<file path="src/rtl/core/gjk_pkg.sv">
// Shared types, codes and the multiply-accumulate term table for the GJK simplex step.
`default_nettype none

package gjk_pkg;

   // Direction and wide intermediate width, and the stream field stride
   localparam int DIR_W   = 64;
   localparam int HALF_W  = 32;
   localparam int FIELD_W = 16;

   // Verdict codes
   localparam logic [1:0] VERDICT_CONT = 2'd0;
   localparam logic [1:0] VERDICT_SEP  = 2'd1;
   localparam logic [1:0] VERDICT_HIT  = 2'd2;

   // Opcodes on the request side
   localparam logic OP_START = 1'b0;
   localparam logic OP_ADD   = 1'b1;

   // Last issue step of each vector operation (two half products per term)
   localparam logic [3:0] DOT_LAST_STEP   = 4'd5;
   localparam logic [3:0] CROSS_LAST_STEP = 4'd11;

   typedef logic signed [DIR_W-1:0] dir_type;
   typedef logic [1:0] axis_type;

   typedef enum logic {
      VOP_DOT,
      VOP_CROSS
   } vop_type;

   typedef struct packed {
      logic    start;
      vop_type op;
      logic    neg;
   } vu_req_type;

   typedef struct packed {
      logic done;
      logic neg;
      logic pos;
   } vu_rsp_type;

   typedef struct packed {
      axis_type a_idx;
      axis_type b_idx;
      logic     sub;
      logic     first;
      logic     store;
      logic     last;
      axis_type comp;
   } term_type;

   typedef struct packed {
      logic     valid;
      logic     half;
      logic     sub;
      logic     first;
      logic     store;
      logic     last;
      axis_type comp;
   } stage_type;

   typedef enum logic [4:0] {
      ST_IDLE,
      ST_SEP_DOT,
      ST_SETUP,
      ST_LINE_DOT,
      ST_LINE_X1,
      ST_LINE_X2,
      ST_TRI_ABC,
      ST_TRI_X1,
      ST_TRI_D1,
      ST_TRI_ACDOT,
      ST_TRI_X2,
      ST_TRI_D2,
      ST_TRI_D3,
      ST_TET_X,
      ST_TET_D,
      ST_DONE
   } state_type;

   // Term sequence: cross runs x, y, z as (first product minus second product);
   // dot sums the three axis products.
   function automatic term_type term_info(input vop_type op, input logic [2:0] term);
      term_type t;
      t = '{a_idx: 2'd0, b_idx: 2'd0, sub: 1'b0, first: 1'b0, store: 1'b0,
            last: 1'b0, comp: 2'd0};
      if (op == VOP_CROSS) begin
         unique case (term)
            3'd0: t = '{2'd1, 2'd2, 1'b0, 1'b1, 1'b0, 1'b0, 2'd0};
            3'd1: t = '{2'd2, 2'd1, 1'b1, 1'b0, 1'b1, 1'b0, 2'd0};
            3'd2: t = '{2'd2, 2'd0, 1'b0, 1'b1, 1'b0, 1'b0, 2'd1};
            3'd3: t = '{2'd0, 2'd2, 1'b1, 1'b0, 1'b1, 1'b0, 2'd1};
            3'd4: t = '{2'd0, 2'd1, 1'b0, 1'b1, 1'b0, 1'b0, 2'd2};
            3'd5: t = '{2'd1, 2'd0, 1'b1, 1'b0, 1'b1, 1'b1, 2'd2};
            default: t = '{2'd0, 2'd0, 1'b0, 1'b0, 1'b0, 1'b0, 2'd0};
         endcase
      end else begin
         unique case (term)
            3'd0: t = '{2'd0, 2'd0, 1'b0, 1'b1, 1'b0, 1'b0, 2'd0};
            3'd1: t = '{2'd1, 2'd1, 1'b0, 1'b0, 1'b0, 1'b0, 2'd0};
            3'd2: t = '{2'd2, 2'd2, 1'b0, 1'b0, 1'b0, 1'b1, 2'd0};
            default: t = '{2'd0, 2'd0, 1'b0, 1'b0, 1'b0, 1'b0, 2'd0};
         endcase
      end
      return t;
   endfunction

endpackage

`default_nettype wire

</file>
<file path="src/rtl/core/gjk_mac_unit.sv">
// Shared multiply-accumulate unit: cross and dot products of a wide by a narrow vector.
`default_nettype none

module gjk_mac_unit import gjk_pkg::*; #(
   parameter int COORD_BITS = 16
) (
   input  logic                     clock,
   input  logic                     reset,
   input  vu_req_type               req,
   input  dir_type                  op_a [3],
   input  logic signed [COORD_BITS:0] op_b [3],
   output vu_rsp_type               rsp,
   output dir_type                  res [3]
);

   localparam int NW    = COORD_BITS + 1;
   localparam int PW    = HALF_W + 1 + NW;
   localparam int ACC_W = DIR_W + NW + 3;

   logic                     busy_ff, busy_in;
   logic [3:0]               step_ff, step_in;
   vop_type                  op_ff;
   logic                     neg_ff;
   dir_type                  a_ff [3];
   logic signed [NW-1:0]     b_ff [3];
   logic signed [PW-1:0]     prod_ff, prod_in;
   stage_type                ctl_ff, ctl_in;
   logic signed [ACC_W-1:0]  acc_ff, acc_next;
   dir_type                  res_ff [3];
   logic                     done_ff, done_in;
   logic                     sneg_ff, spos_ff;

   term_type                 info;
   dir_type                  a_word;
   logic signed [HALF_W:0]   a_half;
   logic signed [NW-1:0]     b_sel;
   logic [3:0]               last_step;
   logic signed [ACC_W-1:0]  addend, add_val;

   // Issue one half product per cycle while busy
   always_comb begin
      info      = term_info(op_ff, step_ff[3:1]);
      a_word    = a_ff[info.a_idx];
      b_sel     = b_ff[info.b_idx];
      a_half    = step_ff[0] ? {a_word[DIR_W-1], a_word[DIR_W-1:HALF_W]}
                             : {1'b0, a_word[HALF_W-1:0]};
      prod_in   = PW'(a_half) * PW'(b_sel);
      last_step = (op_ff == VOP_DOT) ? DOT_LAST_STEP : CROSS_LAST_STEP;
      busy_in   = busy_ff;
      step_in   = step_ff;
      if (!busy_ff && req.start) begin
         busy_in = 1'b1;
         step_in = '0;
      end else if (busy_ff) begin
         step_in = step_ff + 4'd1;
         if (step_ff == last_step) begin
            busy_in = 1'b0;
         end
      end
      ctl_in = '{valid: busy_ff, half: step_ff[0], sub: info.sub ^ neg_ff,
                 first: info.first, store: info.store, last: info.last,
                 comp: info.comp};
   end

   // Accumulate the registered product, upper half shifted into place
   always_comb begin
      addend   = ACC_W'(prod_ff);
      if (ctl_ff.half) begin
         addend = addend <<< HALF_W;
      end
      add_val  = ctl_ff.sub ? -addend : addend;
      acc_next = (ctl_ff.first && !ctl_ff.half) ? add_val : acc_ff + add_val;
      done_in  = ctl_ff.valid && ctl_ff.last && ctl_ff.half;
   end

   // Control registers
   always_ff @(posedge clock) begin
      if (reset) begin
         busy_ff <= 1'b0;
         step_ff <= '0;
         ctl_ff  <= '0;
         done_ff <= 1'b0;
      end else begin
         busy_ff <= busy_in;
         step_ff <= step_in;
         ctl_ff  <= ctl_in;
         done_ff <= done_in;
      end
   end

   // Operand, product and accumulator registers
   always_ff @(posedge clock) begin
      if (!busy_ff && req.start) begin
         op_ff  <= req.op;
         neg_ff <= req.neg;
         a_ff   <= op_a;
         b_ff   <= op_b;
      end
      prod_ff <= prod_in;
      if (ctl_ff.valid) begin
         acc_ff <= acc_next;
         if (ctl_ff.store && ctl_ff.half) begin
            res_ff[ctl_ff.comp] <= acc_next[DIR_W-1:0];
         end
      end
      if (done_in) begin
         sneg_ff <= acc_next[ACC_W-1];
         spos_ff <= !acc_next[ACC_W-1] && (acc_next != '0);
      end
   end

   assign rsp = '{done: done_ff, neg: sneg_ff, pos: spos_ff};
   assign res = res_ff;

   a_done_idle: assert property (@(posedge clock) disable iff (reset)
      done_ff |-> !busy_ff)
      else $error("unit done while still issuing");
   a_step_range: assert property (@(posedge clock) disable iff (reset)
      busy_ff |-> (step_ff <= CROSS_LAST_STEP))
      else $error("unit step past the last term");
   a_start_free: assert property (@(posedge clock) disable iff (reset)
      req.start |-> (!busy_ff && !ctl_ff.valid))
      else $error("unit started while busy");

endmodule

`default_nettype wire

</file>
<file path="config.mk">
export PLATFORM = sky130hd
export DESIGN_NAME = gjk_mac_unit
export DESIGN_NICKNAME = d
export VERILOG_FILES = /design/src/rtl/core/gjk_pkg.sv /design/src/rtl/core/gjk_mac_unit.sv
export SDC_FILE = /design/constraint.sdc
export NUM_CORES = 2
export LEC_CHECK = 0
export ABC_CLOCK_PERIOD_IN_PS = 17650
export BUFFER_PORTS_ARGS = -buffer_cell sky130_fd_sc_hd__buf_2
export CORE_AREA = 2 2 287 289
export DETAILED_ROUTE_END_ITERATION = 6
export DIE_AREA = 0 0 289 291
export GPL_ROUTABILITY_DRIVEN = 0
export PLACE_DENSITY = 0.8
export SLEW_MARGIN = 20
export SYNTH_ARGS = -nofsm -noshare
export SYNTH_HDL_FRONTEND = slang
export SYNTH_SLANG_ARGS = --single-unit
export TNS_END_PERCENT = 20
</file>
<file path="constraint.sdc">
create_clock -name clock -period 17.65 [get_ports clock]
set_input_delay 3.53 -clock clock [delete_from_list [all_inputs] [get_ports clock]]
set_output_delay 3.53 -clock clock [all_outputs]
set_load 0.01 [all_outputs]
</file>
==> impl_metrics.ini <==
[routing]
drc_errors = 0
drtPass1Iterations = 7
vias_per_cell = 6.15
wirelength_mm = 138
vias = 37500
avgRoutedWirePerCell_um = 22.6
ant_nets = 0
dr.first_iter.drc_count = 5118

[synthesis]
synth-seq-cells = 587
syn_area_per_cell_um2 = 10.3
syn-cell-area_mm2 = 0.0481
syn_nets = 5634
async_reset_ff_frac = 0
synth-edff-count = 523
synthCells = 4647
netlist-cell-type-count = 88
synth_seq_area_share = 0.353
synth_warnings = 0
synthFlopType = edfxtp_1

[cts]
clkSinkCount = 587
postCtsResizedCells = 0
clk_latency_ns = 0.67
cts_made_buffers = 56
ctsRootBufferMaster = clkbuf_16
htreeDepth = 2
post-cts-setup-buffers = 0
clockBufferDepth = 3
hold_buffers = 0
clk_pin_slew_ns = 0.06
cts_tree = done

[min_path]
holdPathEnd = ctl_ff[5]
hp-class = reg2reg
min_from = neg_ff
holdPathStages = 2

[finish]
layout_common_cells = 587 x inv_1, 537 x fa_1, 523 x edfxtp_1
area_delta_synth_final_pct = 10.8
drive_above_1_share = 0.136
fillers = 6124
nNetsFinal = 5959
layout_commonest_cell = inv_1

[timing]
hold_violations = 0
slew_headroom = 0.159
tightest_slew_ns = 1.23
setup_viol = 0
fin_crit_ns = 9.80
period_share = 0.555
setup-tns-final_ns = 0
rsz0062_at_grt = false
timing.fmax_mhz = 102
drv_slew = 0
skew_ns = 0.0617

[setup_path]
crit_top_cell = fa_1
reg2reg_depth = 29
rr_endpoint = prod_ff[48]
ff2ff_setup_slack_ns = 7.85
critical_path_buf_inv_count = 2
endpoint_kind = register
crit_type = reg2reg
cp_max_fo = 35
crit_arrival_ns = 10.34
worstPathRequired_ns = 18.20
critPathMaxStageDelay_ns = 0.87
worstReg2RegStart = step_ff[1]
critPathLaunchType = register
cp_slowest_cell = o41ai_1
cp_top_family = compound AO/OA/AOI/OAI gates

[global_route]
antenna_found_initial = 10
overflow = 0
grt_max_degree = 92
track_usage = 0.329
grt_pass1_wl_mm = 213
grt_pass1_vias = 37900

[place]
io_buffer_count = 442
hpwl_mm = 104

[run]
cap_violations = 0

[die]
chipWidth_um = 289
rows = 105
dieArea_mm2 = 0.0841
core-area_mm2 = 0.0812
ios = 443
initial_core_util = 0.592
die_h_um = 291

[outcome]
status = finished, final reports clean
-- per-stage QoR --
step	cell area (µm²)	setup slack, ns	util	hold slack [ns]	std cells
floorplan	48100	2.66	-	0.481	4647
CTS	53200	7.92	0.655	0.539	6089
detailed placement	51200	8.00	0.631	0.517	5984
global route	53200	7.21	0.656	0.563	6099
finish	53200	7.85	0.656	0.528	6100
global placement	51200	8.25	0.631	0.501	5984
-- cells by family after synthesis --
logic type      count (synthesis)  synth area share
flops                         587             0.353
fa+ha+maj                     739             0.276
compound gates                836             0.111
xor+xnor                      192            0.0350
mux                           116            0.0324
buf+inv                       820            0.0649
simple gates                 1357             0.127
-- routing by layer --
metal	up-vias	share of wire	global-route usage	wire, µm
met5	-	0.000073	0	10
met4	2	0.070	0.180	9660
met3	601	0.12	0.0864	16100
met2	2574	0.46	0.525	63200
met1	17900	0.35	0.410	48700
li1	16400	-	-	-
-- registers in the layout, indices dropped and copies added (netlist names) --
| signal | cells |
|---|---|
| res | 192 |
| busy_ff | 1 |
| b_ff | 51 |
| spos_ff | 1 |
| acc_ff | 84 |
| done_ff | 1 |
| ctl_ff | 8 |
| a_ff | 192 |
| op_ff | 1 |
| neg_ff | 1 |
| prod_ff | 50 |
| step_ff | 4 |
| sneg_ff | 1 |
-- how the worst max path moves through the flow --
stage / start / end / cells after the start / slack (ns)
5_1_grt: step_ff[1] / prod_ff[48] / 30 / 7.21
4_1_cts: step_ff[3] / prod_ff[48] / 28 / 7.92
3_3_place_gp: step_ff[1] / prod_ff[48] / 30 / 8.25
2_1_floorplan: req[2] / a_ff[0] / 1 / 2.66
3_5_place_dp: step_ff[1] / prod_ff[48] / 29 / 8.00
6_report: step_ff[1] / prod_ff[48] / 29 / 7.85
-- synthesized netlist by cell type, types with 17 or more instances --
cell / count / share of area
a211oi_1: 25 / 0.0039
nand2_1: 476 / 0.037
o211ai_1: 25 / 0.0039
or4_1: 17 / 0.0027
and3_1: 24 / 0.0031
nor3_1: 47 / 0.0049
o21a_1: 25 / 0.0039
o31ai_1: 28 / 0.0044
a21oi_1: 268 / 0.028
nand2b_1: 28 / 0.0036
ha_1: 202 / 0.053
edfxtp_1: 523 / 0.33
nor2b_1: 33 / 0.0043
clkbuf_1: 196 / 0.015
xor2_1: 87 / 0.016
inv_1: 587 / 0.046
a31oi_1: 43 / 0.0056
and2_1: 24 / 0.0031
fa_1: 537 / 0.22
nand3_1: 57 / 0.0059
buf_1: 25 / 0.0020
dfxtp_1: 64 / 0.027
nand4_1: 41 / 0.0053
nor2_1: 494 / 0.039
mux4_2: 31 / 0.015
nor4_1: 30 / 0.0039
xnor2_1: 105 / 0.019
mux2i_1: 78 / 0.016
a21o_1: 122 / 0.019
o21ai_0: 146 / 0.015
-- cell type report --
cell class / instances / area (µm²) / share of cell area
Multi-Input combinational cell: 3240 / 28100 / 0.527
Antenna cell: 11 / 27.5 / 0.000517
Timing Repair Buffer: 499 / 2640 / 0.0496
Clock inverter: 45 / 544 / 0.0102
Tap cell: 1070 / 1340 / 0.0251
Inverter: 588 / 2210 / 0.0415
Clock buffer: 60 / 1420 / 0.0266
Sequential cell: 587 / 17000 / 0.319
-- worst min-delay path, cell delays in order (launching register included) --
cell	delay, ns
edfxtp_1	0.35
xnor2_1	0.07
nor2_1	0.07
Power is not shown: default switching activity piles up to over one toggle a cycle in this logic, so the estimate is an artifact.
